$ cat config.mk
export PLATFORM = sky130hd
export DESIGN_NAME = sac_front
export DESIGN_NICKNAME = d
export VERILOG_FILES = /design/src/rtl/core/sac_pkg.sv /design/src/rtl/core/sac_front.sv
export SDC_FILE = /design/constraint.sdc
export NUM_CORES = 2
export LEC_CHECK = 0
export BUFFER_PORTS_ARGS = -buffer_cell sky130_fd_sc_hd__buf_4
export CAP_MARGIN = 20
export CORE_ASPECT_RATIO = 1.4
export CORE_UTILIZATION = 68
export CTS_CLUSTER_DIAMETER = 100
export DETAILED_ROUTE_END_ITERATION = 8
export PLACE_DENSITY_LB_ADDON = 0.25
export SKIP_CTS_REPAIR_TIMING = 1
export SLEW_MARGIN = 15
export SYNTH_ARGS = -nofsm -noshare
export SYNTH_HDL_FRONTEND = slang
export SYNTH_SLANG_ARGS = --single-unit
$ cat constraint.sdc
create_clock -name clk_i -period 16.4 [get_ports clk_i]
set_clock_uncertainty 0.1 [all_clocks]
set_input_delay 4.92 -clock clk_i [delete_from_list [all_inputs] [get_ports clk_i]]
set_output_delay 4.92 -clock clk_i [all_outputs]
set_load 0.03 [all_outputs]
$ cat src/rtl/core/sac_pkg.sv
// Package for the stick axis conditioner: widths, constants and item types.
// Used by every module in rtl/core through scoped names; depends on nothing.

package sac_pkg;

  // Raw sample width; all datapath widths but the deadzone width follow from it.
  localparam int unsigned SAMPLE_BITS = 16;

  localparam int unsigned OUT_W  = SAMPLE_BITS + 1;      // conditioned axis, +-1.0
  localparam int unsigned SUM_W  = SAMPLE_BITS + 2;      // axis plus key terms
  localparam int unsigned SQ_W   = 2 * SAMPLE_BITS;      // x*x + y*y
  localparam int unsigned ROOT_W = SAMPLE_BITS;          // floor square root
  localparam int unsigned NUM_W  = 2 * SAMPLE_BITS - 1;  // |axis| * 1.0
  localparam int unsigned Q_W    = SAMPLE_BITS;          // normalized magnitude

  // Deadzone register has a fixed width.
  localparam int unsigned DZ_W  = 16;
  localparam int unsigned MAG_W = (OUT_W > DZ_W) ? OUT_W : DZ_W;
  localparam logic [DZ_W-1:0] DZ_RESET = DZ_W'(1638);

  // Decoupling queue between front and back.
  localparam int unsigned QUEUE_AW    = 2;
  localparam int unsigned QUEUE_DEPTH = 1 << QUEUE_AW;

  localparam logic signed [SAMPLE_BITS-1:0] RAW_MAX = {1'b0, {(SAMPLE_BITS-1){1'b1}}};
  localparam logic signed [SUM_W-1:0] ONE_SUM =
    {{(SUM_W-SAMPLE_BITS){1'b0}}, 1'b1, {(SAMPLE_BITS-1){1'b0}}};
  localparam logic signed [OUT_W-1:0] ONE_OUT = {2'b01, {(SAMPLE_BITS-1){1'b0}}};

  // Classified item handed from the front to the back.
  typedef struct packed {
    logic signed [OUT_W-1:0] x;
    logic signed [OUT_W-1:0] y;
    logic [SQ_W-1:0]         sq;
    logic                    norm;
  } sac_item_t;

  // Item with its vector length, handed from the root unit to the divider.
  typedef struct packed {
    logic signed [OUT_W-1:0] x;
    logic signed [OUT_W-1:0] y;
    logic [ROOT_W-1:0]       len;
    logic                    norm;
  } sac_len_t;

endpackage

$ cat src/rtl/core/sac_front.sv
// Front part of the stick axis conditioner: accepts items, scales, applies
// deadzone and keys, clamps, squares and classifies. Depends on sac_pkg.

module sac_front (
  input  logic                                     clk_i,
  input  logic                                     rst_ni,
  input  logic                                     valid_i,
  output logic                                     ready_o,
  input  logic signed [sac_pkg::SAMPLE_BITS-1:0]   raw_x_i,
  input  logic signed [sac_pkg::SAMPLE_BITS-1:0]   raw_y_i,
  input  logic                                     key_left_i,
  input  logic                                     key_right_i,
  input  logic                                     key_up_i,
  input  logic                                     key_down_i,
  input  logic [sac_pkg::DZ_W-1:0]                 dz_i,
  output logic                                     item_valid_o,
  output sac_pkg::sac_item_t                       item_o,
  input  logic                                     item_ready_i
);

  function automatic logic signed [sac_pkg::OUT_W-1:0] cond_axis(
    input logic signed [sac_pkg::SAMPLE_BITS-1:0] raw,
    input logic [sac_pkg::DZ_W-1:0]               dz,
    input logic                                   key_neg,
    input logic                                   key_pos
  );
    logic signed [sac_pkg::OUT_W-1:0] s;
    logic [sac_pkg::OUT_W-1:0]        mag;
    logic signed [sac_pkg::SUM_W-1:0] v;
    // Linear map onto 1.0 = 2^(N-1): only the top code moves up by one.
    s = $signed({raw[sac_pkg::SAMPLE_BITS-1], raw}) +
        $signed({{(sac_pkg::OUT_W-1){1'b0}}, (raw == sac_pkg::RAW_MAX)});
    mag = s[sac_pkg::OUT_W-1] ? sac_pkg::OUT_W'(-s) : sac_pkg::OUT_W'(s);
    if (sac_pkg::MAG_W'(mag) < sac_pkg::MAG_W'(dz)) begin
      s = '0;
    end
    v = $signed({s[sac_pkg::OUT_W-1], s});
    if (key_pos) begin
      v = v + sac_pkg::ONE_SUM;
    end
    if (key_neg) begin
      v = v - sac_pkg::ONE_SUM;
    end
    if (v > sac_pkg::ONE_SUM) begin
      v = sac_pkg::ONE_SUM;
    end else if (v < -sac_pkg::ONE_SUM) begin
      v = -sac_pkg::ONE_SUM;
    end
    return $signed(v[sac_pkg::OUT_W-1:0]);
  endfunction

  logic                                 en;
  logic                                 s1_valid_q;
  logic signed [sac_pkg::OUT_W-1:0]     x1_q, y1_q;
  logic                                 s2_valid_q;
  sac_pkg::sac_item_t                   item_q, item_d;
  logic signed [2*sac_pkg::OUT_W-1:0]   px, py;

  // Advance both stages together unless the finished item is stuck.
  assign en      = !s2_valid_q || item_ready_i;
  assign ready_o = en;

  always_ff @(posedge clk_i or negedge rst_ni) begin
    if (!rst_ni) begin
      s1_valid_q <= 1'b0;
      s2_valid_q <= 1'b0;
    end else if (en) begin
      s1_valid_q <= valid_i;
      s2_valid_q <= s1_valid_q;
    end
  end

  always_ff @(posedge clk_i) begin
    if (en) begin
      x1_q   <= cond_axis(raw_x_i, dz_i, key_left_i, key_right_i);
      y1_q   <= cond_axis(raw_y_i, dz_i, key_up_i, key_down_i);
      item_q <= item_d;
    end
  end

  always_comb begin
    px          = x1_q * x1_q;
    py          = y1_q * y1_q;
    item_d.x    = x1_q;
    item_d.y    = y1_q;
    item_d.sq   = sac_pkg::SQ_W'(px) + sac_pkg::SQ_W'(py);
    // Length >= 1.0 when the sum reaches 2^(2N-2); the sum never exceeds 2^(2N-1).
    item_d.norm = item_d.sq[sac_pkg::SQ_W-1] | item_d.sq[sac_pkg::SQ_W-2];
  end

  assign item_valid_o = s2_valid_q;
  assign item_o       = item_q;

endmodule

==> qor.yml <==
grt_pass1_vias: 20600
yosys.area.top_type: "fa_1"
drive_gt1_frac: 0.0825
syn-num-nets: 3383
yosys-top-cells-area: "fa_1 (45%), edfxtp_1 (12%), inv_1 (11%)"
violations: "design-rule violations"
grt_setup_unrepaired: "false"
syn2layout_area_growth_pct: 6.61
drt_iter0_markers: 1030
synth_cells: 2576
drtPass1Iterations: 9
setup_viol: 0
grt_max_degree: 71
worstHoldPathType: "reg2reg"
cpMaxStageDelayCell: "or4b_1"
grt_overflow: 0
clkSinkCount: 103
cts_buffers: 9
synthArstFlopShare: 0.0194
worstSetupStartpointType: "input pin"
ys.flop_type: "edfxtp_1"
antenna_found_initial: 1
wl_per_cell_um: 20.0
synth-adder-area-share: 0.535
ant_nets: 0
arrival_ns: 12.10
slowest_delay_ns: 0.77
dieArea_mm2: 0.0384
finalCriticalPeriod_ns: 12.00
viasPerCell: 5.74
port_buffers: 124
crit_top_cell: "ha_1"
drt-total-wl_mm: 62.6
r2r_cells: 23
fp.dieW_um: 166
initial_core_util: 0.693
clockRootBuffer: "clkbuf_16"
worst_pin_slew_ns: 0.897
synth_top_family_by_area: "adder cells"
yosysSeqAreaShare: 0.121
synth_edf_count: 101
maxCapViolations: 0
syn_area_per_cell_um2: 9.91
synth.mux.area_fraction: 0.00412
worst_setup_hold_path_clk_slew_ns: 0.08
syn_area_mm2: 0.0255
cp_max_fo: 15
fmax_mhz: 83.4
yosys.area_share.simple: 0.108
die_h_um: 231
post-route-period-util: 0.731
synth_compound_area_frac: 0.0641
slew_headroom: 0.402
cp-end-kind: "flop"
holdPathStages: 0
grt_use_total: 0.354
crit_type: "in2reg"
yosysWarnings: 0
synth_cell_types: 82
status: "complete, but fails checks"
cts_tree: "done"
routabilityCongestion: 0.934
grt_pass1_wl_mm: 103
row_count: 83
drc: 22
clk_latency_ns: 0.39
yosys_register_bits: 103
tns_ns: 0
layout.nets: 3469
synth_top_area_frac: 0.446
hold_violations: 0
ioPinCount: 125
htreeDepth: 3
num_vias: 18000
required_ns: 16.50
slew_violations: 0
clockBufferDepth: 2
synth_xor_area_frac: 0.0471
core-area_mm2: 0.0369
dp_hpwl_mm: 52.1
## cells by family after synthesis
kind of cell / after synthesis
buffers and inverters: 805
flip-flops: 103
AND/OR/NAND/NOR: 542
XOR/XNOR: 134
adder cells (fa/ha/maj): 751
multiplexers: 10
AO/OA/AOI/OAI: 231
## worst max-delay path: cells and delay by family
family                     cells  cell delay [ns]
xor gates and xnor gates       1             0.15
buffers and inverters          1             0.16
and+or+nand+nor                7             1.88
AOI/OAI and AO/OA             12             3.38
adders and majority gates      4             1.39
muxes                          1             0.19
## cells in the mapped netlist, types with 6 or more instances
library cell and n:
clkbuf_1 52, nor4_1 6, xnor2_1 97, a21oi_1 46, nor3_1 16, o21a_1 9
buf_2 10, inv_1 731, xor2_1 35, edfxtp_1 101, a211oi_1 22, fa_1 569
nand4_1 12, nand2_1 203, nor2b_1 32, mux2i_1 6, or2_2 8, a211oi_2 14
nand3_1 26, a21o_1 29, nor2_1 67, a31oi_1 10, ha_1 182, and2_1 118
nand2b_1 14, and3_1 10, o21ai_0 45
## placed cells by master, fill, tap and decap left out, drive strengths merged, types with 7 or more instances in the layout
cell    count
clkbuf      9
and2      119
nand3      28
buf       149
xor2       35
a21oi      46
a31oi      10
o21ai      51
xnor2      97
nor2       71
a21o       29
nand2     205
nor3       17
or2         8
and3       10
and4        7
inv       735
a211oi     37
ha        182
nand2b     14
fa        569
o21a        9
nor2b      32
edfxtp    101
nand4      16
## path summary, 6_finish.rpt
kind                                 start           end  slack, ns
min in group asynchronous           rst_ni  item_valid_o       4.20
worst min register to register    x1_q[16]    item_o[66]       0.36
max in group asynchronous           rst_ni    s1_valid_q      11.92
worst max-delay path            raw_x_i[2]       x1_q[0]       4.40
worst max register to register     y1_q[0]     item_o[0]       7.67
worst min-delay path              x1_q[16]    item_o[66]       0.36
## routing by layer
| metal | share of wire | vias up | track usage |
|---|---|---|---|
| li1 | - | 7906 | - |
| met1 | 0.32 | 9133 | 0.355 |
| met2 | 0.56 | 675 | 0.673 |
| met3 | 0.045 | 284 | 0.0413 |
| met4 | 0.079 | 0 | 0.260 |
| met5 | 0 | - | 0 |
## flip-flops by register name, indices dropped and copies added, names as in the netlist
register and count:
item_o 67, x1_q 17, y1_q 17, item_valid_o 1, s1_valid_q 1
## area by class of cell
type | instances | area (um2)
multi-input cells | 1668 | 19400
fillers | 2611 | 9640
flip-flops and latches | 103 | 3080
inverters | 731 | 2740
repair buffers | 149 | 1120
well taps | 467 | 584
clock buffers | 9 | 225
clock inverters | 7 | 91.3
diodes | 2 | 5.00
## metrics by stage
stage | area, um2 | hold slack, ns | std cells | utilization | worst slack (ns)
final | 27200 | 0.356 | 3136 | 0.739 | 4.40
after global placement | 26900 | 0.337 | 3118 | 0.730 | 4.34
after floorplan | 25500 | 0.324 | 2576 | - | 3.76
after CTS | 27200 | 0.356 | 3134 | 0.738 | 4.47
after global routing | 27200 | 0.364 | 3135 | 0.739 | 3.92
after detailed placement | 26900 | 0.337 | 3118 | 0.730 | 4.08
Power is not shown: default switching activity piles up to over one toggle a cycle in this logic, so the estimate is an artifact.
