<file path="src/rtl/core/sac_pkg.sv">
// Package for the stick axis conditioner: widths, constants and item types.
// Used by every module in rtl/core through scoped names; depends on nothing.

package sac_pkg;

  // Raw sample width; all datapath widths but the deadzone width follow from it.
  localparam int unsigned SAMPLE_BITS = 16;

  localparam int unsigned OUT_W  = SAMPLE_BITS + 1;      // conditioned axis, +-1.0
  localparam int unsigned SUM_W  = SAMPLE_BITS + 2;      // axis plus key terms
  localparam int unsigned SQ_W   = 2 * SAMPLE_BITS;      // x*x + y*y
  localparam int unsigned ROOT_W = SAMPLE_BITS;          // floor square root
  localparam int unsigned NUM_W  = 2 * SAMPLE_BITS - 1;  // |axis| * 1.0
  localparam int unsigned Q_W    = SAMPLE_BITS;          // normalized magnitude

  // Deadzone register has a fixed width.
  localparam int unsigned DZ_W  = 16;
  localparam int unsigned MAG_W = (OUT_W > DZ_W) ? OUT_W : DZ_W;
  localparam logic [DZ_W-1:0] DZ_RESET = DZ_W'(1638);

  // Decoupling queue between front and back.
  localparam int unsigned QUEUE_AW    = 2;
  localparam int unsigned QUEUE_DEPTH = 1 << QUEUE_AW;

  localparam logic signed [SAMPLE_BITS-1:0] RAW_MAX = {1'b0, {(SAMPLE_BITS-1){1'b1}}};
  localparam logic signed [SUM_W-1:0] ONE_SUM =
    {{(SUM_W-SAMPLE_BITS){1'b0}}, 1'b1, {(SAMPLE_BITS-1){1'b0}}};
  localparam logic signed [OUT_W-1:0] ONE_OUT = {2'b01, {(SAMPLE_BITS-1){1'b0}}};

  // Classified item handed from the front to the back.
  typedef struct packed {
    logic signed [OUT_W-1:0] x;
    logic signed [OUT_W-1:0] y;
    logic [SQ_W-1:0]         sq;
    logic                    norm;
  } sac_item_t;

  // Item with its vector length, handed from the root unit to the divider.
  typedef struct packed {
    logic signed [OUT_W-1:0] x;
    logic signed [OUT_W-1:0] y;
    logic [ROOT_W-1:0]       len;
    logic                    norm;
  } sac_len_t;

endpackage

</file>
<file path="src/rtl/core/sac_queue.sv">
// Short item queue between the front and back of the stick axis conditioner.
// Depends on sac_pkg for the item type and depth.

module sac_queue (
  input  logic               clk_i,
  input  logic               rst_ni,
  input  logic               push_valid_i,
  output logic               push_ready_o,
  input  sac_pkg::sac_item_t push_item_i,
  output logic               pop_valid_o,
  input  logic               pop_ready_i,
  output sac_pkg::sac_item_t pop_item_o
);

  sac_pkg::sac_item_t               mem_q [sac_pkg::QUEUE_DEPTH];
  logic [sac_pkg::QUEUE_AW-1:0]     wr_ptr_q, rd_ptr_q;
  logic [sac_pkg::QUEUE_AW:0]       count_q;
  logic                             push, pop;

  assign push_ready_o = (count_q != (sac_pkg::QUEUE_AW+1)'(sac_pkg::QUEUE_DEPTH));
  assign pop_valid_o  = (count_q != '0);
  assign push         = push_valid_i && push_ready_o;
  assign pop          = pop_valid_o && pop_ready_i;
  assign pop_item_o   = mem_q[rd_ptr_q];

  always_ff @(posedge clk_i or negedge rst_ni) begin
    if (!rst_ni) begin
      wr_ptr_q <= '0;
      rd_ptr_q <= '0;
      count_q  <= '0;
    end else begin
      if (push) begin
        wr_ptr_q <= wr_ptr_q + 1'b1;
      end
      if (pop) begin
        rd_ptr_q <= rd_ptr_q + 1'b1;
      end
      if (push && !pop) begin
        count_q <= count_q + 1'b1;
      end else if (pop && !push) begin
        count_q <= count_q - 1'b1;
      end
    end
  end

  always_ff @(posedge clk_i) begin
    if (push) begin
      mem_q[wr_ptr_q] <= push_item_i;
    end
  end

endmodule

</file>
<file path="config.mk">
export PLATFORM = sky130hd
export DESIGN_NAME = sac_queue
export DESIGN_NICKNAME = d
export VERILOG_FILES = /design/src/rtl/core/sac_pkg.sv /design/src/rtl/core/sac_queue.sv
export SDC_FILE = /design/constraint.sdc
export NUM_CORES = 1
export LEC_CHECK = 0
export BUFFER_PORTS_ARGS = -buffer_cell sky130_fd_sc_hd__buf_2
export CORE_MARGIN = 5
export CORE_UTILIZATION = 45
export DETAILED_ROUTE_END_ITERATION = 10
export PLACE_DENSITY_LB_ADDON = 0.12
export SETUP_SLACK_MARGIN = 0.05
export SYNTH_ARGS = -nofsm -noshare
export SYNTH_HDL_FRONTEND = slang
export SYNTH_SLANG_ARGS = --single-unit
</file>
<file path="constraint.sdc">
create_clock -name clk_i -period 3.7 [get_ports clk_i]
set_clock_uncertainty 0.2 [all_clocks]
set_input_delay 0.74 -clock clk_i [delete_from_list [all_inputs] [get_ports clk_i]]
set_output_delay 0.74 -clock clk_i [all_outputs]
set_load 0.1 [all_outputs]
</file>
==> metrics, run 1 <==
cell taking the most area after synthesis edfxtp_1; Iter 0 DRT Violations 238; Tightest Pin Transition 0.584 ns; Port Buffers 139; global route overflow 0; Critical Path AT 2.35 ns; worst-path maximum fanout 35; HPWL Detailed 11.4 mm; Tcrit/Tclk final 0.890; Placed Cells 800; core area 0.0220 sq mm; max_slew headroom 0.610; Antenna Cells 0; Worst path top cell family by delay buffers and inverters; final worst slack 0.406 ns; Distinct cells, synth 20; synth cell count leaders edfxtp_1, mux4_2, dfrtp_1, buf_2, ha_1; Die ar. 0.0255 sq mm; Seq/Total Area, Yosys 0.815; Max-cap violations 0; I/O pins 140; RSZ-0062 raised after global routing false; first-pass GRT wire length 28.5 mm; Post-synth EDFFs 268; CP max stage cell dfrtp_4; H-tree depth 1; Via density 5.27; vias in the first global route 5,028; total negative setup slack 0 ns; clk buf depth 3; wirelength, routed 18.7 mm; std cell rows 54; Final setup viols 0; syn_nets 463; fin crit period 3.29 ns; Hold WC Path Type in2reg; CTS Buf Count 29; Avg Inst Size Synth 26.1 sq um; DP Worst Slack 0.910 ns; Top FF cell, synth edfxtp_1; remaining antenna violation count 0; drt wl/cell 21.9 microns; Post-CTS Setup Bufs 0; clk root buf clkbuf_16; Fin. Hold Viols 0; Die Width 160 microns; Cell Count, Final, Fillers Out 853; Mapped Area 0.0101 sq mm; max-slew violations 0; layout cells sized above 1 0.459; worst path bufs/invs 2; Num Clock Sinks 275; Synth warnings 0; Die Ht 160 microns; Skew-Pair Late Insertion Delay 0.52 ns; detailed-route DRC error count 0; initial core utilization 0.459; drt first pass iters 4; top post-synthesis cells by area edfxtp_1, mux4_2, dfrtp_1, ha_1, buf_12; routability cong. 0.681; Synth Instances 386; largest net degree at the start of global routing 45; critical path required time 2.76 ns; CP Cell Sequence buf_12, mux4_2, buf_2; area fraction of the dominant cell type after synthesis 0.798; CTS tree yes; fin nets 629; fmax 304 MHz; clock transition at the registers of the reported paths 0.06 ns; initial antenna violation count 4; #FFs+latches synth 275; DR vias 4,499; critical path capture point type output port; Largest stage delay, worst path 0.58 ns; critical path class reg2out; status complete, no violations; all-layer global routing usage 0.143; FFs w/ async S/R, synth 0.0255; most common cell in the netlist edfxtp_1; Area growth, synth to finish 19.8%; startpoint types register
[flip-flops by register name (all words and copies together), names as in the netlist]
register / cells
mem_q: 268
count_q: 3
rd_ptr_q: 2
wr_ptr_q: 2
[cell type report]
type | instances | area (sq um)
clock buffers | 35 | 748
clock inverters | 17 | 124
fillers | 1659 | 9880
inverters | 3 | 11.3
multi-input cells | 92 | 1740
flip-flops and latches | 275 | 8230
well taps | 280 | 350
repair buffers | 151 | 876
[logic make-up (layout without fill, tap and decap cells)]
logic type / count (synthesis) / count (layout) / synth area share
DFF: 275 / 275 / 0.815
muxes: 69 / 69 / 0.152
buffers and inverters: 19 / 206 / 0.0133
and+or+nand+nor: 10 / 10 / 0.00509
adders and majority gates: 6 / 6 / 0.00819
xor gates and xnor gates: 6 / 6 / 0.00521
AOI/OAI and AO/OA: 1 / 1 / 0.00112
[worst paths after layout]
check | slack (ns) | endpoint | cells after the start | startpoint
max reg2reg | 1.34 | count_q[2] | 8 | count_q[1]
min in group asynchronous | 0.38 | count_q[1] | 2 | rst_ni
min | 0.23 | mem_q[0][0] | 1 | push_item_i[0]
max | 0.41 | pop_item_o[12] | 3 | rd_ptr_q[0]
min reg2reg | 0.32 | count_q[2] | 1 | count_q[2]
max in group asynchronous | 2.74 | rd_ptr_q[1] | 2 | rst_ni
[per-stage QoR]
stage               utilization  area, sq um  hold slack [ns]
CTS                       0.550        12100            0.200
global route              0.550        12100            0.210
global placement          0.510        11200            0.308
finish                    0.550        12100            0.230
floorplan                     -        10100            0.244
detailed placement        0.510        11200            0.320
[layout by cell type (no fill, tap or decap), types with 3 or more instances in the layout]
| cell | count |
|---|---|
| edfxtp_1 | 268 |
| buf_2 | 139 |
| mux4_2 | 67 |
| clkbuf_16 | 29 |
| clkinv_1 | 9 |
| buf_12 | 7 |
| clkbuf_1 | 6 |
| clkinv_2 | 6 |
| ha_1 | 5 |
| dfrtp_1 | 5 |
| and2_4 | 4 |
| xnor2_1 | 4 |
| buf_4 | 4 |
| inv_1 | 3 |
[per-layer routing]
layer / up-vias / share of wire / track usage
met4: 8 / 0.022 / 0.0379
met2: 112 / 0.51 / 0.242
met3: 38 / 0.065 / 0.0461
met5: - / 0.0028 / 0
li1: 1988 / - / -
met1: 2353 / 0.40 / 0.181
[what timing repair did]
item | 4_1_cts | 5_1_grt
resized for setup | 0 | 0
endpoints found under the setup margin | 0 | 0
hold buffers | 1 | 0
endpoints found under the hold margin | 7 | 0
Power of run 1 is not shown: default switching activity piles up to over one toggle a cycle in this logic, so the estimate is an artifact.
==> inputs of run 2 (changes only) <==
- CORE_MARGIN: 5 -> 1
==> run 2 against run 1 <==
Against the previous run:
- worst setup slack got worse by 0.057 ns
- worst hold slack about the same
- global-route usage increased by 1.6 points
- non-clock buffer count increased by 2
- critical path depth unchanged
- design area decreased by 0.33%
- sequential cell count unchanged
- clock-buffer cell count increased by 7
- via count decreased by 1.8%
- fmax decreased by 1.7%
- sequential share of layout area increased by 0.23 points
==> metrics, run 2 (synthesis gave the netlist of run 1 again) <==
Die ar. 0.0230 sq mm; R2R Path Start count_q[0]; routability cong. 0.690; initial antenna violation count 3; Final setup viols 0; fin nets 630; largest net degree at the start of global routing 61; fmax 298 MHz; vias in the first global route 4,841; std cell rows 54; total negative setup slack 0 ns; Die Width 152 microns; max_slew headroom 0.596; Port Buffers 139; Fin. Hold Viols 0; Largest regs mem_q (268), count_q (3); core area 0.0219 sq mm; Max-cap violations 0; remaining antenna violation count 0; DR vias 4,418; Via density 5.17; Skew-Pair Late Insertion Delay 0.51 ns; Post-CTS Setup Bufs 0; CTS tree yes; critical path capture point type output port; flop-to-flop setup slack 1.39 ns; HPWL Detailed 10.8 mm; Cells on Worst Hold Path 1; Largest stage delay, worst path 0.68 ns; startpoint types register; wirelength, routed 17.6 mm; critical path required time 2.76 ns; Biggest register mem_q; first-pass GRT wire length 26.8 mm; Critical Path AT 2.41 ns; CP Cell Sequence buf_12, mux4_2, buf_2; most frequent cells in the layout edfxtp_1, buf_2, mux4_2; DP Worst Slack 0.826 ns; clock transition at the registers of the reported paths 0.06 ns; Fillers 1,708; worst flop-to-flop path endpoint count_q[2]; Iter 0 DRT Violations 246; worst-path maximum fanout 26; worst path bufs/invs 2; status complete, no violations; commonest non-fill, non-tap cell in the layout edfxtp_1; final worst slack 0.348 ns; drt wl/cell 20.7 microns; critical path class reg2out; Worst path top cell family by delay flip-flops; Num Clock Sinks 275; all-layer global routing usage 0.159; fin crit period 3.35 ns; CTS Buf Count 28; initial core utilization 0.461; drt first pass iters 4; clk root buf clkbuf_16; RSZ-0062 raised after global routing false; Hold WC Path Type in2reg; Tcrit/Tclk final 0.906; Tightest Pin Transition 0.606 ns; fin util 0.550; max-slew violations 0; Hold Path End mem_q[0][15]; CP max stage cell dfrtp_4; Area growth, synth to finish 19.4%; I/O pins 140; hold_sp push_item_i[15]; detailed-route DRC error count 0; H-tree depth 1; global route overflow 0; layout cells sized above 1 0.454; reg2reg path depth 8; max reg flops 268; clk buf depth 3; Die Ht 152 microns
## run 2: cell count changes in the layout (fill, tap and decap cells not counted)
cell	change
clkinv_2	-5
diode_2	+1
clkbuf_1	+7
clkinvlp_4	+1
clkinv_1	-4
buf_4	+2
clkinv_4	+1
bufinv_16	-2
## run 2: timing repair
| item | 4_1_cts | 5_1_grt |
|---|---|---|
| hold endpoints to repair | 7 | 0 |
| hold buffers | 1 | 0 |
| setup endpoints to repair | 0 | 0 |
| gates resized for setup | 0 | 0 |
## run 2: worst max path at each step
stage               depth (start not counted)  slack, ns             end    startpoint
detailed placement                          3       0.83  pop_item_o[16]   rd_ptr_q[0]
floorplan                                   2       0.45     mem_q[0][0]  push_valid_i
global route                                3       0.19  pop_item_o[52]   rd_ptr_q[0]
CTS                                         3       0.27  pop_item_o[16]   rd_ptr_q[0]
finish                                      3       0.35  pop_item_o[45]   rd_ptr_q[0]
global placement                            3       0.82  pop_item_o[16]   rd_ptr_q[0]
## run 2: layout make-up
type,instances,area [sq um],share of cell area
antenna,1,2.50,0.000208
multi-input combinational,92,1740,0.144
clock buffer,42,774,0.0643
timing repair buffer,153,891,0.0740
sequential,275,8230,0.684
tap,280,350,0.0291
inverter,3,11.3,0.000935
clock inverter,8,40.0,0.00333
## run 2: per-stage QoR
step	cells	area (sq um)	hold WS, ns
floorplan	386	10100	0.244
global placement	802	11200	0.311
detailed placement	802	11200	0.323
CTS	853	12000	0.205
global route	853	12000	0.217
finish	854	12000	0.230
## run 2: worst reg2reg max path, cell delays in order (launching register included)
cell	delay, ns
dfrtp_1	0.43
or3_1	0.41
nand2_1	0.13
ha_1	0.19
inv_1	0.06
fa_1	0.37
xor2_1	0.17
nor2_1	0.11
xor2_1	0.16
## run 2: metal layers
| metal | wire (microns) | share of wire | vias to the layer above | global-route usage |
|---|---|---|---|---|
| met3 | 943 | 0.053 | 30 | 0.0371 |
| li1 | - | - | 1993 | - |
| met5 | 23 | 0.0013 | - | 0 |
| met2 | 9250 | 0.52 | 103 | 0.280 |
| met4 | 313 | 0.018 | 4 | 0.0426 |
| met1 | 7110 | 0.40 | 2288 | 0.198 |
Power of run 2 is left out for the same reason.
