==> config.mk <==
export PLATFORM = sky130hd
export DESIGN_NAME = sac_div
export DESIGN_NICKNAME = d
export VERILOG_FILES = /design/src/rtl/core/sac_pkg.sv /design/src/rtl/core/sac_div.sv
export SDC_FILE = /design/constraint.sdc
export NUM_CORES = 2
export LEC_CHECK = 0
export BUFFER_PORTS_ARGS = -buffer_cell sky130_fd_sc_hd__buf_2
export CAP_MARGIN = 5
export CELL_PAD_IN_SITES_DETAIL_PLACEMENT = 0
export CELL_PAD_IN_SITES_GLOBAL_PLACEMENT = 1
export CORE_MARGIN = 1
export CORE_UTILIZATION = 45
export CTS_BUF_LIST = sky130_fd_sc_hd__clkbuf_4 sky130_fd_sc_hd__clkbuf_8 sky130_fd_sc_hd__clkbuf_16
export DETAILED_ROUTE_END_ITERATION = 8
export PLACE_DENSITY = 0.73
export SYNTH_ARGS = -nofsm -noshare
export SYNTH_HDL_FRONTEND = slang
export SYNTH_SLANG_ARGS = --single-unit
==> constraint.sdc <==
create_clock -name clk_i -period 5 [get_ports clk_i]
set_clock_uncertainty 0.05 [all_clocks]
set_input_delay 0.25 -clock clk_i [delete_from_list [all_inputs] [get_ports clk_i]]
set_output_delay 0.25 -clock clk_i [all_outputs]
set_load 0.01 [all_outputs]
==> src/rtl/core/sac_pkg.sv <==
// Package for the stick axis conditioner: widths, constants and item types.
// Used by every module in rtl/core through scoped names; depends on nothing.

package sac_pkg;

  // Raw sample width; all datapath widths but the deadzone width follow from it.
  localparam int unsigned SAMPLE_BITS = 16;

  localparam int unsigned OUT_W  = SAMPLE_BITS + 1;      // conditioned axis, +-1.0
  localparam int unsigned SUM_W  = SAMPLE_BITS + 2;      // axis plus key terms
  localparam int unsigned SQ_W   = 2 * SAMPLE_BITS;      // x*x + y*y
  localparam int unsigned ROOT_W = SAMPLE_BITS;          // floor square root
  localparam int unsigned NUM_W  = 2 * SAMPLE_BITS - 1;  // |axis| * 1.0
  localparam int unsigned Q_W    = SAMPLE_BITS;          // normalized magnitude

  // Deadzone register has a fixed width.
  localparam int unsigned DZ_W  = 16;
  localparam int unsigned MAG_W = (OUT_W > DZ_W) ? OUT_W : DZ_W;
  localparam logic [DZ_W-1:0] DZ_RESET = DZ_W'(1638);

  // Decoupling queue between front and back.
  localparam int unsigned QUEUE_AW    = 2;
  localparam int unsigned QUEUE_DEPTH = 1 << QUEUE_AW;

  localparam logic signed [SAMPLE_BITS-1:0] RAW_MAX = {1'b0, {(SAMPLE_BITS-1){1'b1}}};
  localparam logic signed [SUM_W-1:0] ONE_SUM =
    {{(SUM_W-SAMPLE_BITS){1'b0}}, 1'b1, {(SAMPLE_BITS-1){1'b0}}};
  localparam logic signed [OUT_W-1:0] ONE_OUT = {2'b01, {(SAMPLE_BITS-1){1'b0}}};

  // Classified item handed from the front to the back.
  typedef struct packed {
    logic signed [OUT_W-1:0] x;
    logic signed [OUT_W-1:0] y;
    logic [SQ_W-1:0]         sq;
    logic                    norm;
  } sac_item_t;

  // Item with its vector length, handed from the root unit to the divider.
  typedef struct packed {
    logic signed [OUT_W-1:0] x;
    logic signed [OUT_W-1:0] y;
    logic [ROOT_W-1:0]       len;
    logic                    norm;
  } sac_len_t;

endpackage

==> src/rtl/core/sac_div.sv <==
// Pipelined division of both axes by the vector length, one quotient bit
// per stage, plus the output register. Depends on sac_pkg.

module sac_div (
  input  logic                               clk_i,
  input  logic                               rst_ni,
  input  logic                               en_i,
  input  logic                               in_valid_i,
  input  sac_pkg::sac_len_t                  in_item_i,
  output logic                               out_valid_o,
  output logic signed [sac_pkg::OUT_W-1:0]   out_x_o,
  output logic signed [sac_pkg::OUT_W-1:0]   out_y_o,
  output logic                               out_norm_o
);

  localparam int unsigned STAGES = sac_pkg::Q_W;

  typedef struct packed {
    logic signed [sac_pkg::OUT_W-1:0] x;
    logic signed [sac_pkg::OUT_W-1:0] y;
    logic                             norm;
    logic [sac_pkg::ROOT_W-1:0]       len;
    logic [sac_pkg::NUM_W-1:0]        rx;
    logic [sac_pkg::NUM_W-1:0]        ry;
    logic [sac_pkg::Q_W-1:0]          qx;
    logic [sac_pkg::Q_W-1:0]          qy;
  } div_stage_t;

  div_stage_t                       st_q  [STAGES];
  logic                             vld_q [STAGES];
  logic                             out_vld_q;
  logic signed [sac_pkg::OUT_W-1:0] out_x_q, out_y_q, res_x, res_y;
  logic                             out_norm_q;
  logic [sac_pkg::OUT_W-1:0]        mag_x, mag_y;

  // Numerator is |axis| * 1.0.
  assign mag_x = in_item_i.x[sac_pkg::OUT_W-1] ? sac_pkg::OUT_W'(-in_item_i.x)
                                               : sac_pkg::OUT_W'(in_item_i.x);
  assign mag_y = in_item_i.y[sac_pkg::OUT_W-1] ? sac_pkg::OUT_W'(-in_item_i.y)
                                               : sac_pkg::OUT_W'(in_item_i.y);

  for (genvar k = 0; k < STAGES; k++) begin : g_stage
    localparam int unsigned B = STAGES - 1 - k;
    div_stage_t                cur, nxt;
    logic                      cur_vld;
    logic [sac_pkg::NUM_W-1:0] trial;

    if (k == 0) begin : g_first
      always_comb begin
        cur.x    = in_item_i.x;
        cur.y    = in_item_i.y;
        cur.norm = in_item_i.norm;
        cur.len  = in_item_i.len;
        cur.rx   = sac_pkg::NUM_W'(mag_x) << (sac_pkg::SAMPLE_BITS - 1);
        cur.ry   = sac_pkg::NUM_W'(mag_y) << (sac_pkg::SAMPLE_BITS - 1);
        cur.qx   = '0;
        cur.qy   = '0;
        cur_vld  = in_valid_i;
      end
    end else begin : g_next
      assign cur     = st_q[k-1];
      assign cur_vld = vld_q[k-1];
    end

    always_comb begin
      trial = sac_pkg::NUM_W'(cur.len) << B;
      nxt   = cur;
      if (cur.rx >= trial) begin
        nxt.rx = cur.rx - trial;
        nxt.qx = cur.qx | (sac_pkg::Q_W'(1) << B);
      end
      if (cur.ry >= trial) begin
        nxt.ry = cur.ry - trial;
        nxt.qy = cur.qy | (sac_pkg::Q_W'(1) << B);
      end
    end

    always_ff @(posedge clk_i or negedge rst_ni) begin
      if (!rst_ni) begin
        vld_q[k] <= 1'b0;
      end else if (en_i) begin
        vld_q[k] <= cur_vld;
      end
    end

    always_ff @(posedge clk_i) begin
      if (en_i) begin
        st_q[k] <= nxt;
      end
    end
  end

  // Restore signs, or pass the clamped pair when it stays inside the circle.
  always_comb begin
    res_x = st_q[STAGES-1].x;
    res_y = st_q[STAGES-1].y;
    if (st_q[STAGES-1].norm) begin
      res_x = $signed({1'b0, st_q[STAGES-1].qx});
      res_y = $signed({1'b0, st_q[STAGES-1].qy});
      if (st_q[STAGES-1].x[sac_pkg::OUT_W-1]) begin
        res_x = -res_x;
      end
      if (st_q[STAGES-1].y[sac_pkg::OUT_W-1]) begin
        res_y = -res_y;
      end
    end
  end

  always_ff @(posedge clk_i or negedge rst_ni) begin
    if (!rst_ni) begin
      out_vld_q <= 1'b0;
    end else if (en_i) begin
      out_vld_q <= vld_q[STAGES-1];
    end
  end

  always_ff @(posedge clk_i) begin
    if (en_i) begin
      out_x_q    <= res_x;
      out_y_q    <= res_y;
      out_norm_q <= st_q[STAGES-1].norm;
    end
  end

  assign out_valid_o = out_vld_q;
  assign out_x_o     = out_x_q;
  assign out_y_o     = out_y_q;
  assign out_norm_o  = out_norm_q;

endmodule

==> impl_metrics.tcl <==
set metrics [dict create \
    status "finished clean" \
    layout_common_cells "edfxtp_1 (1797), nand2_1 (515), ha_1 (514), nor2_1 (490), o21ai_0 (458)" \
    hpwl_mm 149 \
    design.core.area_mm2 0.198 \
    nFillCells 16900 \
    power.leakage_nw 37.6 \
    gp_congestion 0.908 \
    io_pins 91 \
    synth_nets 7819 \
    cp_slowest_stage_delay_ns 0.55 \
    relSlewSlack 0.146 \
    maxCapViolCount 0 \
    seq_area_frac_synth 0.604 \
    first_global_vias 54500 \
    synth-async-reset-ratio 0.00937 \
    synth_ff_type "edfxtp_1" \
    fp.dieArea_mm2 0.202 \
    p_per_area_mw_per_mm2 539 \
    drive_above_1_share 0.0841 \
    numCtsBuffers 186 \
    grt_max_degree 195 \
    grt_pass1_wl_mm 310 \
    syn2layout_area_growth_pct 12.1 \
    cts_tree "yes" \
    ys_types 102 \
    cts_root_buffer "clkbuf_16" \
    setup_tns_ns 0 \
    dr_total_vias 55000 \
    drtAntennaViolNets 0 \
    timing.final.ws_setup_ns 0.742 \
    multiInputGateArea_mm2 0.0334 \
    rsz0062_at_grt "false" \
    critPathMaxFanout 10 \
    cp_data_arrival_time_ns 4.75 \
    start_util 0.454 \
    ys_seq_elements 1814 \
    seqCellArea_mm2 0.0544 \
    startpoint_type "input pin" \
    die_h_um 449 \
    syn_area_per_cell_um2 12.5 \
    post-route-util 0.510 \
    min_period_over_period 0.852 \
    rows 163 \
    drc_errors 0 \
    wl_per_cell_um 19.4 \
    die_w_um 449 \
    cts_sinks 1814 \
    grtUsageTotal 0.195 \
    hold_ws_ns 0.0873 \
    drv_slew 0 \
    htreeDepth 4 \
    clockBufferDepth 3 \
    ir_worst_vdd_v 0.000344 \
    synth-edff-count 1797 \
    synthesis.area_mm2 0.0900 \
    cts.reportedPaths.clkPinSlew_ns 0.07 \
    nets 8072 \
    clk_latency_ns 0.82 \
    syn_inst 7220 \
    hold_class "input pin to register" \
    overflow 0 \
    worstMarginPinSlew_ns 1.28 \
    endpoint_kind "register" \
    required_ns 5.49 \
    grt_antenna_before_repair 6 \
    timing.final.hold_violations 0 \
    postCtsSetupRepairBufs 0 \
    dr.pass1.iters 6 \
    dp_slack_ns 0.555 \
    portBuffers 90 \
    drtIter0Drc 3740 \
    crit_type "input pin to register" \
    drt-total-wl_mm 200 \
    setup_viol 0 \
    yosys_warnings 0 \
    crit_path_cell_trace "dlygate4sd3_1 > buf_2 > or3_1 > or3b_2 > or3_1 > o21ai_0 > xor2_1 > inv_1 > ha_1 > nand3_1 > nor2_1 > nand2_1 > o21ai_0 > a2111oi_0 > a21oi_1 > buf_4 > mux2_2" \
    min_period_ns 4.26 \
    layout_commonest_cell "edfxtp_1" \
    timing.fmax_mhz 235 \
    avgViaCountPerCell 5.36 \
    slowest_stage "dlygate4sd3_1" \
]
## power by group
group | internal [mW] | switching (mW)
registers | 20.8 | 2.06
logic | 7.30 | 9.69
clock network | 8.53 | 5.92
total | 36.7 | 17.7
## synth_stat cells, types with 14 or more instances
| cell type | n | area share |
|---|---|---|
| o21a_1 | 96 | 0.0080 |
| xor2_1 | 305 | 0.030 |
| or2_2 | 19 | 0.0013 |
| buf_2 | 15 | 0.00083 |
| inv_1 | 442 | 0.018 |
| nor4_1 | 70 | 0.0049 |
| nor2_1 | 491 | 0.020 |
| ha_1 | 514 | 0.071 |
| o21bai_1 | 42 | 0.0035 |
| and2_1 | 32 | 0.0022 |
| nand4_1 | 83 | 0.0058 |
| o2111ai_1 | 14 | 0.0014 |
| a21oi_1 | 442 | 0.025 |
| a31oi_1 | 36 | 0.0025 |
| or3_1 | 81 | 0.0056 |
| nor3_1 | 180 | 0.010 |
| edfxtp_1 | 1797 | 0.60 |
| dfrtp_1 | 17 | 0.0047 |
| clkbuf_1 | 110 | 0.0046 |
| a31o_2 | 18 | 0.0018 |
| and3_1 | 36 | 0.0025 |
| o31ai_1 | 73 | 0.0061 |
| a21o_1 | 148 | 0.012 |
| nand2_1 | 515 | 0.021 |
| o21ai_0 | 459 | 0.026 |
| a2111oi_0 | 16 | 0.0016 |
| nand2b_1 | 99 | 0.0069 |
| or4_1 | 30 | 0.0025 |
| o31a_1 | 32 | 0.0031 |
| nand3b_1 | 17 | 0.0014 |
| a21boi_0 | 20 | 0.0017 |
| fa_1 | 30 | 0.0067 |
| mux2_2 | 109 | 0.014 |
| nor3b_1 | 17 | 0.0014 |
| nand3_1 | 125 | 0.0070 |
| nor2b_1 | 84 | 0.0058 |
| xnor2_1 | 282 | 0.027 |
| a211oi_1 | 45 | 0.0038 |
| o211ai_1 | 31 | 0.0026 |
| a211o_1 | 23 | 0.0022 |
| o41ai_1 | 19 | 0.0018 |
## worst max-delay path, delay by kind of cell
family          cells  cell delay [ns]
compound gates      4             0.97
simple gates        6             1.61
mux                 1             0.29
fa+ha+maj           1             0.39
xor+xnor            1             0.25
buf+inv             4             0.99
## registers in the layout, summed over array words and instances (netlist names)
name,cells
st_q,1762
out_x_o,17
out_y_o,17
g_stage.cur_vld,15
out_norm_o,1
out_valid_o,1
vld_q,1
## cell type report
cell class | instances | share of cell area
tap | 2640 | 0.0327
inverter | 446 | 0.0166
timing repair buffer | 203 | 0.0157
multi-input combinational | 4822 | 0.331
clock inverter | 124 | 0.0159
clock buffer | 222 | 0.0490
antenna | 2 | 0.0000496
sequential | 1814 | 0.539
## through the flow
stage / cell area (um^2) / instances / power [mW]
3_5_place_dp: 93800 / 9869 / 40.0
3_3_place_gp: 93800 / 9869 / 39.9
6_report: 101000 / 10300 / 54.3
2_1_floorplan: 90000 / 7220 / 35.2
5_1_grt: 101000 / 10300 / 57.7
4_1_cts: 101000 / 10300 / 54.8
## final timing paths
| check | from | endpoint | slack (ns) | cells after the start |
|---|---|---|---|---|
| max | in_item_i[37] | st_q[0][93] | 0.74 | 17 |
| min | in_item_i[0] | st_q[0][110] | 0.09 | 2 |
| max reg2reg | st_q[0][239] | st_q[0][377] | 1.24 | 9 |
| min reg2reg | st_q[1][603] | st_q[1][748] | 0.32 | 0 |
| max in group asynchronous | rst_ni | g_stage[14].cur_vld | 3.94 | 3 |
| min in group asynchronous | rst_ni | g_stage[12].cur_vld | 0.50 | 3 |
## what timing repair did
item | CTS | global route
gates resized for setup | 0 | 0
endpoints found under the hold margin | 122 | 0
hold buffers | 55 | 0
## kinds of logic (layout without fill, tap and decap cells)
logic type | after synthesis | after routing | share of synthesized area
multiplexers | 121 | 121 | 0.0150
flip-flops | 1814 | 1814 | 0.604
other | 0 | 2 | 0
AND/OR/NAND/NOR | 1935 | 1935 | 0.105
XOR/XNOR | 587 | 587 | 0.0571
buffers and inverters | 584 | 995 | 0.0251
adder cells (fa/ha/maj) | 544 | 544 | 0.0781
AO/OA/AOI/OAI | 1635 | 1635 | 0.115
## layer usage
layer | wire [um] | track usage | vias up
met1 | 89100 | 0.253 | 26100
met4 | 6730 | 0.0670 | 0
met3 | 6710 | 0.0271 | 332
met2 | 97200 | 0.335 | 1005
li1 | - | - | 27500
met5 | 0 | 0 | -
No activity file was read; power rests on OpenSTA's default activity.
