===== config.mk =====
export PLATFORM = sky130hd
export DESIGN_NAME = sac_sqrt
export DESIGN_NICKNAME = d
export VERILOG_FILES = /design/src/rtl/core/sac_pkg.sv /design/src/rtl/core/sac_sqrt.sv
export SDC_FILE = /design/constraint.sdc
export NUM_CORES = 1
export LEC_CHECK = 0
export BUFFER_PORTS_ARGS = -buffer_cell sky130_fd_sc_hd__buf_2
export CAP_MARGIN = 0
export CELL_PAD_IN_SITES_DETAIL_PLACEMENT = 1
export CELL_PAD_IN_SITES_GLOBAL_PLACEMENT = 2
export CORE_MARGIN = 2
export CORE_UTILIZATION = 35
export CTS_CLUSTER_SIZE = 20
export DETAILED_ROUTE_END_ITERATION = 6
export PLACE_DENSITY = 0.65
export SLEW_MARGIN = 5
export SYNTH_ARGS = -nofsm -noshare
export SYNTH_HDL_FRONTEND = slang
export SYNTH_SLANG_ARGS = --single-unit

===== constraint.sdc =====
create_clock -name clk_i -period 3.9 [get_ports clk_i]
set_clock_uncertainty 0.2 [all_clocks]
set_input_delay 0.39 -clock clk_i [delete_from_list [all_inputs] [get_ports clk_i]]
set_output_delay 0.39 -clock clk_i [all_outputs]
set_load 0.02 [all_outputs]

===== src/rtl/core/sac_pkg.sv =====
// Package for the stick axis conditioner: widths, constants and item types.
// Used by every module in rtl/core through scoped names; depends on nothing.

package sac_pkg;

  // Raw sample width; all datapath widths but the deadzone width follow from it.
  localparam int unsigned SAMPLE_BITS = 16;

  localparam int unsigned OUT_W  = SAMPLE_BITS + 1;      // conditioned axis, +-1.0
  localparam int unsigned SUM_W  = SAMPLE_BITS + 2;      // axis plus key terms
  localparam int unsigned SQ_W   = 2 * SAMPLE_BITS;      // x*x + y*y
  localparam int unsigned ROOT_W = SAMPLE_BITS;          // floor square root
  localparam int unsigned NUM_W  = 2 * SAMPLE_BITS - 1;  // |axis| * 1.0
  localparam int unsigned Q_W    = SAMPLE_BITS;          // normalized magnitude

  // Deadzone register has a fixed width.
  localparam int unsigned DZ_W  = 16;
  localparam int unsigned MAG_W = (OUT_W > DZ_W) ? OUT_W : DZ_W;
  localparam logic [DZ_W-1:0] DZ_RESET = DZ_W'(1638);

  // Decoupling queue between front and back.
  localparam int unsigned QUEUE_AW    = 2;
  localparam int unsigned QUEUE_DEPTH = 1 << QUEUE_AW;

  localparam logic signed [SAMPLE_BITS-1:0] RAW_MAX = {1'b0, {(SAMPLE_BITS-1){1'b1}}};
  localparam logic signed [SUM_W-1:0] ONE_SUM =
    {{(SUM_W-SAMPLE_BITS){1'b0}}, 1'b1, {(SAMPLE_BITS-1){1'b0}}};
  localparam logic signed [OUT_W-1:0] ONE_OUT = {2'b01, {(SAMPLE_BITS-1){1'b0}}};

  // Classified item handed from the front to the back.
  typedef struct packed {
    logic signed [OUT_W-1:0] x;
    logic signed [OUT_W-1:0] y;
    logic [SQ_W-1:0]         sq;
    logic                    norm;
  } sac_item_t;

  // Item with its vector length, handed from the root unit to the divider.
  typedef struct packed {
    logic signed [OUT_W-1:0] x;
    logic signed [OUT_W-1:0] y;
    logic [ROOT_W-1:0]       len;
    logic                    norm;
  } sac_len_t;

endpackage


===== src/rtl/core/sac_sqrt.sv =====
// Pipelined floor square root of x*x + y*y, one root bit per stage.
// Depends on sac_pkg; stalls as a whole on en_i.

module sac_sqrt (
  input  logic               clk_i,
  input  logic               rst_ni,
  input  logic               en_i,
  input  logic               in_valid_i,
  input  sac_pkg::sac_item_t in_item_i,
  output logic               out_valid_o,
  output sac_pkg::sac_len_t  out_item_o
);

  localparam int unsigned STAGES = sac_pkg::ROOT_W;

  typedef struct packed {
    logic signed [sac_pkg::OUT_W-1:0] x;
    logic signed [sac_pkg::OUT_W-1:0] y;
    logic                             norm;
    logic [sac_pkg::SQ_W-1:0]         rem;
    logic [sac_pkg::ROOT_W-1:0]       root;
  } sqrt_stage_t;

  sqrt_stage_t st_q  [STAGES];
  logic        vld_q [STAGES];

  for (genvar k = 0; k < STAGES; k++) begin : g_stage
    localparam int unsigned B = STAGES - 1 - k;
    sqrt_stage_t              cur, nxt;
    logic                     cur_vld;
    logic [sac_pkg::SQ_W:0]   trial;

    if (k == 0) begin : g_first
      always_comb begin
        cur.x    = in_item_i.x;
        cur.y    = in_item_i.y;
        cur.norm = in_item_i.norm;
        cur.rem  = in_item_i.sq;
        cur.root = '0;
        cur_vld  = in_valid_i;
      end
    end else begin : g_next
      assign cur     = st_q[k-1];
      assign cur_vld = vld_q[k-1];
    end

    // Try setting root bit B: (r + 2^B)^2 - r^2 = r*2^(B+1) + 2^(2B).
    always_comb begin
      trial = ((sac_pkg::SQ_W+1)'(cur.root) << (B + 1)) +
              ((sac_pkg::SQ_W+1)'(1) << (2 * B));
      nxt = cur;
      if ({1'b0, cur.rem} >= trial) begin
        nxt.rem  = cur.rem - trial[sac_pkg::SQ_W-1:0];
        nxt.root = cur.root | (sac_pkg::ROOT_W'(1) << B);
      end
    end

    always_ff @(posedge clk_i or negedge rst_ni) begin
      if (!rst_ni) begin
        vld_q[k] <= 1'b0;
      end else if (en_i) begin
        vld_q[k] <= cur_vld;
      end
    end

    always_ff @(posedge clk_i) begin
      if (en_i) begin
        st_q[k] <= nxt;
      end
    end
  end

  assign out_valid_o     = vld_q[STAGES-1];
  assign out_item_o.x    = st_q[STAGES-1].x;
  assign out_item_o.y    = st_q[STAGES-1].y;
  assign out_item_o.len  = st_q[STAGES-1].root;
  assign out_item_o.norm = st_q[STAGES-1].norm;

endmodule


==> impl_metrics.toml, run 1 <==
[status]
outcome = "finished, final reports clean"

[place]
postPlaceCellArea_mm2 = 0.0493
pre_cts_ws_ps = 260
dp_hpwl_um = 55500
gp_congestion = 0.852
portBuffers = 122

[drt]
via_per_inst = 4.63
firstDrtPassIters = 5
wl_per_cell_um = 16.3
ant_nets = 0
drt-initial-drc-count = 1223
vias = 23100
drc = 0
drt_wl_total_um = 81300

[clock_network]
post_cts_resized = 0
postCtsHoldBufs = 72
post_cts_buffers = 0
clock_sinks = 1192
clk_pin_slew_worst_paths_ps = 60
htree_num_levels = 3
clockBufferDepth = 3
root_buffer = "clkbuf_16"
cts_made_buffers = 121
clk_latency_ps = 740
cts_tree = "yes"

[sta]
setup_violations = 0
finalHoldViolations = 0
setup_slack_ps = 270
min_period_ps = 3630
drv_slew = 0
tns_ps = 0
fmax_mhz = 276
timing.final.crit_share_pct = 93.1
rsz0062_at_grt = "no"
maxSlewHeadroom_pct = 23.7
holdWs_ps = 171
worst_slew_pin_slew_ps = 1140

[worst_setup_path]
startpoint_type = "register"
slowest_stage = "a2111oi_2"
worstSetupEndpointType = "register"
worst_ep_required_time_ps = 4160
path_cells = "ha_1, or4b_1, o41ai_1, a311o_1, a21oi_1, and4bb_2, a2111oi_2, nand3_1, xnor2_1"
slowest_delay_ps = 560
worstSetupPathType = "reg -> reg"
critPathArrivalTime_ps = 3890
worst-path-max-fanout = 5

[floorplan]
pin_count = 123
die_h_um = 367
die_area_mm2 = 0.135
placementRows = 133
initial_core_util_pct = 35.2
die_width_um = 367
core_mm2 = 0.131

[logic_synthesis]
synth_ff_type = "edfxtp_1"
synthMuxAreaShare_pct = 0.917
synth_compound_area_share_pct = 4.81
netlist_area_mm2 = 0.0461
yosys.area_share.simple_pct = 7.42
synth_edf_count = 1176
syn-num-nets = 3024
avgSynthCellArea_um2 = 16.5
syn_inst = 2803
yosysSeqAreaShare_pct = 77.4
synth_xor_area_share_pct = 3.63
ys_ff_latch = 1192
synth_top_family_by_area = "simple AND/OR/NAND/NOR gates"
synth_cell_type_count = 73
synth_fa_ha_area_share_pct = 4.07
async_reset_ff_share_pct = 1.34
yosysWarnings = 0

[global_route]
antenna_found_initial = 0
met1_usage_pct = 12.9
grt_max_degree = 126
first_global_vias = 25200
busiest_layer = "met2"
globalRouteOverflowTotal = 0
grt_pass1_wl_um = 131000
use_met3_pct = 2.48
grt_use_met2_pct = 22.6
grt.total_usage_pct = 12.0

[cells_and_area]
drive_above_1_share_pct = 12.2
n_antenna_cell = 0
stdcell_area_mm2 = 0.0540
nNetsFinal = 3352
multiInputGateArea_mm2 = 0.00962
n_fill_cell = 13100
syn2layout_area_growth_pct = 17.1
ff_latch_area_mm2 = 0.0357

[hold_path]
holdCritPathClass = "in -> reg"

[flow_run]
drv_cap = 0

[power]
power_uw = 30900
p_leak_uw = 0.0195
vdd_drop_max_mv = 0.369
p_per_area_mw_per_mm2 = 572
==> critical path, delay by kind of cell (launching register included) <==
kind,cells,cell delay (ps)
and+or+nand+nor,3,960
xor gates and xnor gates,1,150
AOI/OAI and AO/OA,4,1300
adders and majority gates,1,380
DFF,1,390
==> layout make-up <==
class                      count  share of cell area, %
clock buffer                 133                   5.69
inverter                     179                   1.24
tap                         1755                   4.06
multi-input combinational   1402                   17.8
sequential                  1192                   66.1
timing repair buffer         235                   3.42
clock inverter                83                   1.67
==> state kept, by name, summed over array words and instances (netlist names) <==
register and count:
st_q 1176, g_stage.cur_vld 15, out_valid_o 1
==> cell families after synthesis <==
kind of cell / Yosys count
flops: 1192
simple gates: 658
compound gates: 365
buf+inv: 209
xor+xnor: 191
fa+ha+maj: 150
mux: 38
==> per-stage QoR <==
step	std cells	utilization, %
5_1_grt	4979	41.2
6_report	4979	41.2
2_1_floorplan	2803	-
4_1_cts	4979	41.2
3_5_place_dp	4691	37.6
3_3_place_gp	4691	37.6
==> cell usage in the layout, fill, tap and decap left out, types with 12 or more instances in the layout <==
cell type	n
nand2_1	120
dfrtp_1	16
nand3b_1	15
nor2b_1	32
clkbuf_1	12
xnor2_1	105
inv_1	178
clkinv_1	27
nor4_1	78
or3_1	16
xor2_1	86
ha_1	150
clkbuf_16	121
or4_1	15
a21o_1	26
o21ai_0	90
edfxtp_1	1176
buf_4	25
dlygate4sd3_1	72
buf_2	121
nor2_1	166
mux2_2	34
bufinv_16	16
buf_12	16
o21a_1	26
nand2b_1	39
nand3_1	30
a21oi_1	140
nor3_1	64
clkinv_2	28
nand4_1	33
==> path summary, 6_finish.rpt <==
path / from / end / slack, ps / depth (start not counted)
worst max-delay path: st_q[1][273]$_DFFE_PP_ / st_q[1][373]$_DFFE_PP_ / 270 / 9
worst min-delay path: in_item_i[40] / st_q[0][56]$_DFFE_PP_ / 170 / 2
worst max register to register: st_q[1][273]$_DFFE_PP_ / st_q[1][373]$_DFFE_PP_ / 270 / 9
worst min register to register: st_q[1][244]$_DFFE_PP_ / st_q[1][327]$_DFFE_PP_ / 210 / 0
max in group asynchronous: rst_ni / out_valid_o$_DFFE_PN0P_ / 2470 / 3
min in group asynchronous: rst_ni / g_stage[1].cur_vld$_DFFE_PN0P_ / 590 / 3
==> report_power, final <==
| part | switching, µW | internal, µW | total [µW] |
|---|---|---|---|
| Combinational | 1820 | 1360 | 3180 |
| Clock | 4770 | 6720 | 11500 |
| Sequential | 676 | 15600 | 16300 |
==> Yosys cell counts, drive strengths merged, types with 6 or more instances <==
library cell / number / share of area, %
o31ai: 7 / 0.11
nor4b: 10 / 0.19
ha: 150 / 4.1
xnor2: 105 / 2.0
o211ai: 9 / 0.15
nor2: 166 / 1.4
and3: 8 / 0.11
a21oi: 140 / 1.5
a211oi: 6 / 0.098
nand2b: 39 / 0.53
nand4: 33 / 0.45
clkbuf: 25 / 0.20
dfrtp: 16 / 0.87
or4: 15 / 0.24
nand3: 30 / 0.33
xor2: 86 / 1.6
o21ai: 93 / 1.0
o21a: 26 / 0.42
mux2: 34 / 0.83
and2: 6 / 0.081
nor4: 78 / 1.1
nand2: 120 / 0.98
inv: 179 / 1.5
o21bai: 8 / 0.13
a31oi: 7 / 0.095
a21o: 26 / 0.42
or3: 16 / 0.22
nand4b: 9 / 0.20
nor3: 64 / 0.69
edfxtp: 1176 / 77
nand3b: 15 / 0.24
nor2b: 32 / 0.43
==> metal layers <==
layer / vias up / share of wire (%)
met5: - / 0
met3: 190 / 3.2
li1: 11300 / -
met4: 0 / 4.2
met1: 11300 / 40
met2: 312 / 53
(Power assumes the default switching activity.)
==> inputs of run 2 (changes only) <==
Settings changed: CELL_PAD_IN_SITES_DETAIL_PLACEMENT 1 to not set, CELL_PAD_IN_SITES_GLOBAL_PLACEMENT 2 to not set, PLACE_DENSITY 0.65 to 0.53.
==> run 2 against run 1 <==
Largest cell class unchanged. Via count down 1.3%. Maximum frequency up 0.90%. Sequential cell count unchanged. Cell count increased by 0.96%. First-iteration DRC count decreased by 2.5%. Critical path depth is the same. Power rose by 0.69%.
==> impl_metrics.toml, run 2 (synthesis results as in run 1) <==
[global_route]
grt_use_met2_pct = 19.7
busiest_layer = "met2"
grt_pass1_wl_um = 119000
first_global_vias = 23400
grt.total_usage_pct = 11.1
use_met3_pct = 2.68
grt_max_degree = 90
globalRouteOverflowTotal = 0
met1_usage_pct = 12.3
antenna_found_initial = 0

[sta]
finalHoldViolations = 0
tns_ps = 0
maxSlewHeadroom_pct = 38.8
fmax_mhz = 278
rsz0062_at_grt = "no"
drv_slew = 0
worst_slew_pin_slew_ps = 918
min_period_ps = 3600
setup_violations = 0
holdWs_ps = 145
timing.final.crit_share_pct = 92.2

[drt]
via_per_inst = 4.53
wl_per_cell_um = 14.6
drc = 0
drt_wl_total_um = 73600
ant_nets = 0
firstDrtPassIters = 7
vias = 22800
drt-initial-drc-count = 1193

[worst_setup_path]
worstSetupEndpointType = "register"
r2r_start = "st_q[1][366]$_DFFE_PP_"
slowest_delay_ps = 470
slowest_stage = "a21boi_2"
cp_num_buf_inv = 0
critPathArrivalTime_ps = 3880
worstSetupPathType = "reg -> reg"
critPathLaunch = "st_q[1][366]$_DFFE_PP_"
worst-path-max-fanout = 10
cp_top_family = "simple AND/OR/NAND/NOR gates"
startpoint_type = "register"
worst_ep_required_time_ps = 4180
path_cells = "ha_1, or3_1, or3_1, or4_1, a311oi_1, a21boi_2, nand4b_1, a2111oi_0, xor2_1"
path_common_cell = "or3_1"

[cells_and_area]
nNetsFinal = 3387
final_common_cell = "edfxtp_1"
n_antenna_cell = 0
top_register = "st_q"
post-route-util_pct = 41.6
largest_reg_flops = 1176
post_layout_nonfiller_instances = 5027
drive_above_1_share_pct = 13.0
multiInputGateArea_mm2 = 0.00962
syn2layout_area_growth_pct = 18.1
n_fill_cell = 11900
ff_latch_area_mm2 = 0.0357
layout_common_cells = "edfxtp_1, inv_1, nor2_1"

[hold_path]
holdCritPathClass = "in -> reg"
hold_start = "in_item_i[46]"

[clock_network]
cts_made_buffers = 133
clk_pin_slew_worst_paths_ps = 60
cts_tree = "yes"
htree_num_levels = 4
clk_latency_ps = 760
clockBufferDepth = 3
clock_sinks = 1192
root_buffer = "clkbuf_16"

[floorplan]
die_width_um = 367
die_area_mm2 = 0.135
initial_core_util_pct = 35.2
placementRows = 133
core_mm2 = 0.131
die_h_um = 367
pin_count = 123

[status]
outcome = "finished, final reports clean"

[power]
p_per_area_mw_per_mm2 = 571
vdd_drop_max_mv = 0.418
power_uw = 31100
p_leak_uw = 0.0198

[place]
place_inst = 4714
dp_hpwl_um = 48600
gp_congestion = 0.863
portBuffers = 122

[flow_run]
drv_cap = 0
-- run 2: cell count changes in the layout (fill, tap and decap cells not counted), sizes merged --
cell      change
clkbuf       +35
buf          +23
bufinv       -10
clkinv        -3
inv           +2
clkinvlp      +1
-- run 2: worst reg2reg max path, cell delays in order (launching register included) --
cell       delay [ps]
edfxtp_1          400
ha_1              220
or3_1             440
or3_1             380
or4_1             460
a311oi_1          340
a21boi_2          470
nand4b_1          180
a2111oi_0          90
xor2_1            170
-- run 2: report_power, final --
group / internal [µW] / leakage (µW) / switching, µW / total, µW
Combinational: 1390 / 0.00618 / 1760 / 3140
Sequential: 15600 / 0.0116 / 626 / 16200
Clock: 6840 / 0.00203 / 4960 / 11800
Total: 23800 / 0.0198 / 7350 / 31100
-- run 2: path summary, 6_finish.rpt --
kind | slack (ps) | endpoint | depth (start not counted)
setup / recovery | 300 | st_q[1][456]$_DFFE_PP_ | 9
hold / removal | 140 | st_q[0][62]$_DFFE_PP_ | 2
setup reg to reg | 300 | st_q[1][456]$_DFFE_PP_ | 9
hold reg to reg | 200 | st_q[1][325]$_DFFE_PP_ | 0
max in group asynchronous | 2500 | g_stage[10].cur_vld$_DFFE_PN0P_ | 3
min in group asynchronous | 550 | g_stage[12].cur_vld$_DFFE_PN0P_ | 3
-- run 2: area by class of cell --
cell class	instances	share of cell area [%]
Clock inverter	73	1.21
Multi-Input combinational cell	1402	17.7
Timing Repair Buffer	258	3.89
Clock buffer	168	6.44
Tap cell	1755	4.03
Sequential cell	1192	65.5
Inverter	179	1.23
-- run 2: per-layer routing --
| layer | up-vias | wire length (µm) |
|---|---|---|
| li1 | 11400 | - |
| met1 | 10800 | 30100 |
| met2 | 360 | 37800 |
| met3 | 181 | 2890 |
| met4 | 0 | 2850 |
| met5 | - | 0 |
-- run 2: repair_timing --
action | CTS | global route
buffers inserted | 0 | 0
gates resized for setup | 0 | 0
hold buffers | 72 | 0
hold endpoints to repair | 98 | 0
-- run 2: stage by stage --
step / cell area, µm² / setup slack (ps)
after floorplan: 46100 / 697
after global placement: 49600 / 361
after detailed placement: 49600 / 325
after CTS: 54500 / 320
after global routing: 54500 / 57.3
final: 54500 / 303
==> inputs of run 3 (changes only) <==
Settings changed: CELL_PAD_IN_SITES_DETAIL_PLACEMENT set to 0, CELL_PAD_IN_SITES_GLOBAL_PLACEMENT set to 1, PLACE_DENSITY 0.53 to 0.59.
==> run 3 against run 2 <==
Die area is the same. Critical path depth is the same. Worst hold slack lost 75 ps. Setup slack lost 150 ps. Sequential power is essentially flat. Cell count shrank 0.30%. Global-route usage grew 0.21 points. Via count grew 1.6%.
==> impl_metrics.toml, run 3 (synthesis results as in run 1) <==
[clock_network]
clockBufferDepth = 3
clk_pin_slew_worst_paths_ps = 60
post_cts_buffers = 0
htree_num_levels = 3
cts_tree = "yes"
root_buffer = "clkbuf_16"
clk_latency_ps = 710
clock_sinks = 1192
cts_made_buffers = 120

[global_route]
grt_max_degree = 86
grt.total_usage_pct = 11.3
globalRouteOverflowTotal = 0
antenna_found_initial = 0
first_global_vias = 24400
grt_pass1_wl_um = 123000

[cells_and_area]
ff_latch_area_mm2 = 0.0357
final_common_cell = "edfxtp_1"
n_antenna_cell = 0
largest_reg_flops = 1176
n_fill_cell = 11900
top_register = "st_q"
post_layout_nonfiller_instances = 5012
syn2layout_area_growth_pct = 17.2
nNetsFinal = 3373
multiInputGateArea_mm2 = 0.00962
layout_common_cells = "edfxtp_1, inv_1, nor2_1"
drive_above_1_share_pct = 12.5

[worst_setup_path]
worstSetupEndpointType = "register"
cp_top_family = "compound AO/OA/AOI/OAI gates"
worstSetupPathType = "reg -> reg"
critPathArrivalTime_ps = 4010
slowest_stage = "a2111oi_2"
cp_num_buf_inv = 0
worst-path-max-fanout = 5
slowest_delay_ps = 590
worst_ep_required_time_ps = 4160
path_cells = "ha_1, or4b_1, o41ai_1, a311o_1, a21oi_1, and4bb_2, a2111oi_2, nand3_1, xnor2_1"
startpoint_type = "register"
reg2reg_setup_slack_ps = 150

[drt]
via_per_inst = 4.62
drt_wl_total_um = 75500
wl_per_cell_um = 15.1
firstDrtPassIters = 5
drc = 0
ant_nets = 0
drt-initial-drc-count = 1227
vias = 23100

[power]
vdd_drop_max_mv = 0.381
p_per_area_mw_per_mm2 = 564
power_uw = 30500
p_leak_uw = 0.0196
swShare_pct = 23.4
p_int_uw = 23400
p_comb_share_pct = 10.4
power_switching_uw = 7150
p_clk_share_pct = 36.5
seqPwrFrac_pct = 53.1

[sta]
drv_slew = 0
fmax_mhz = 267
tns_ps = 0
worst_slew_pin_slew_ps = 887
maxSlewHeadroom_pct = 39.3
timing.final.crit_share_pct = 96.1
finalHoldViolations = 0
rsz0062_at_grt = "no"
setup_violations = 0
min_period_ps = 3750

[floorplan]
die_area_mm2 = 0.135
die_h_um = 367
placementRows = 133
initial_core_util_pct = 35.2
core_mm2 = 0.131
die_width_um = 367
pin_count = 123

[place]
portBuffers = 122
dp_hpwl_um = 51100
gp_congestion = 0.927
place_inst = 4714

[flow_run]
drv_cap = 0

[status]
outcome = "finished, final reports clean"

[hold_path]
holdCritPathClass = "in -> reg"
==> run 3: changes by cell type in the layout (fill, tap and decap cells not counted), sizes merged <==
cell         before  now
clkinv           56   67
clkbuf          168  139
dlygate4sd3      72   71
inv             185  183
bufinv            6   12
==> run 3: layout make-up <==
type	instances	share of cell area (%)
flip-flops and latches	1192	66.0
multi-input cells	1402	17.8
clock buffers	139	5.68
well taps	1755	4.06
repair buffers	257	3.74
clock inverters	88	1.44
inverters	179	1.24
==> run 3: power groups by stage <==
| stage | Sequential (µW) | Clock (µW) | Combinational [µW] |
|---|---|---|---|
| 6_report | 16200 | 11100 | 3160 |
| 5_1_grt | 16400 | 12100 | 3560 |
| 4_1_cts | 16200 | 11600 | 3190 |
| 3_5_place_dp | 16500 | 0 | 3120 |
| 3_3_place_gp | 16500 | 0 | 3050 |
| 2_1_floorplan | 16300 | 0 | 2140 |
==> run 3: worst paths after layout <==
| kind | cells past startpoint | end | from |
|---|---|---|---|
| worst max register to register | 9 | st_q[1][373]$_DFFE_PP_ | st_q[1][273]$_DFFE_PP_ |
| worst min-delay path | 2 | g_stage[13].cur_vld$_DFFE_PN0P_ | en_i |
| worst min register to register | 0 | st_q[0][554]$_DFFE_PP_ | st_q[0][471]$_DFFE_PP_ |
| max in group asynchronous | 3 | g_stage[11].cur_vld$_DFFE_PN0P_ | rst_ni |
| worst max-delay path | 9 | st_q[1][373]$_DFFE_PP_ | st_q[1][273]$_DFFE_PP_ |
| min in group asynchronous | 3 | g_stage[2].cur_vld$_DFFE_PN0P_ | rst_ni |
==> run 3: what timing repair did <==
action,CTS,global route
hold endpoints to repair,84,0
setup endpoints to repair,0,0
hold buffers,71,0
resized for setup,0,0
==> run 3: worst register-to-register path: stages (launching register included) <==
cell,delay [ps]
edfxtp_1,390
ha_1,390
or4b_1,480
o41ai_1,480
a311o_1,240
a21oi_1,110
and4bb_2,290
a2111oi_2,590
nand3_1,170
xnor2_1,160
==> run 3: through the flow <==
stage	instance area [µm²]	utilization (%)	worst slack (ps)	hold slack (ps)
final	54100	41.2	153	69.5
after global routing	54100	41.2	24.2	59.0
after CTS	54100	41.2	194	26.8
after detailed placement	49500	37.8	208	117
after global placement	49500	37.8	269	101
after floorplan	46100	-	697	-106
==> run 3: layer usage <==
metal | routed length (µm) | GRT usage [%] | up-vias
met5 | 0 | 0 | -
met4 | 3720 | 5.83 | 0
met3 | 2610 | 2.35 | 227
met2 | 39100 | 20.4 | 422
met1 | 30100 | 12.4 | 11100
li1 | - | - | 11400
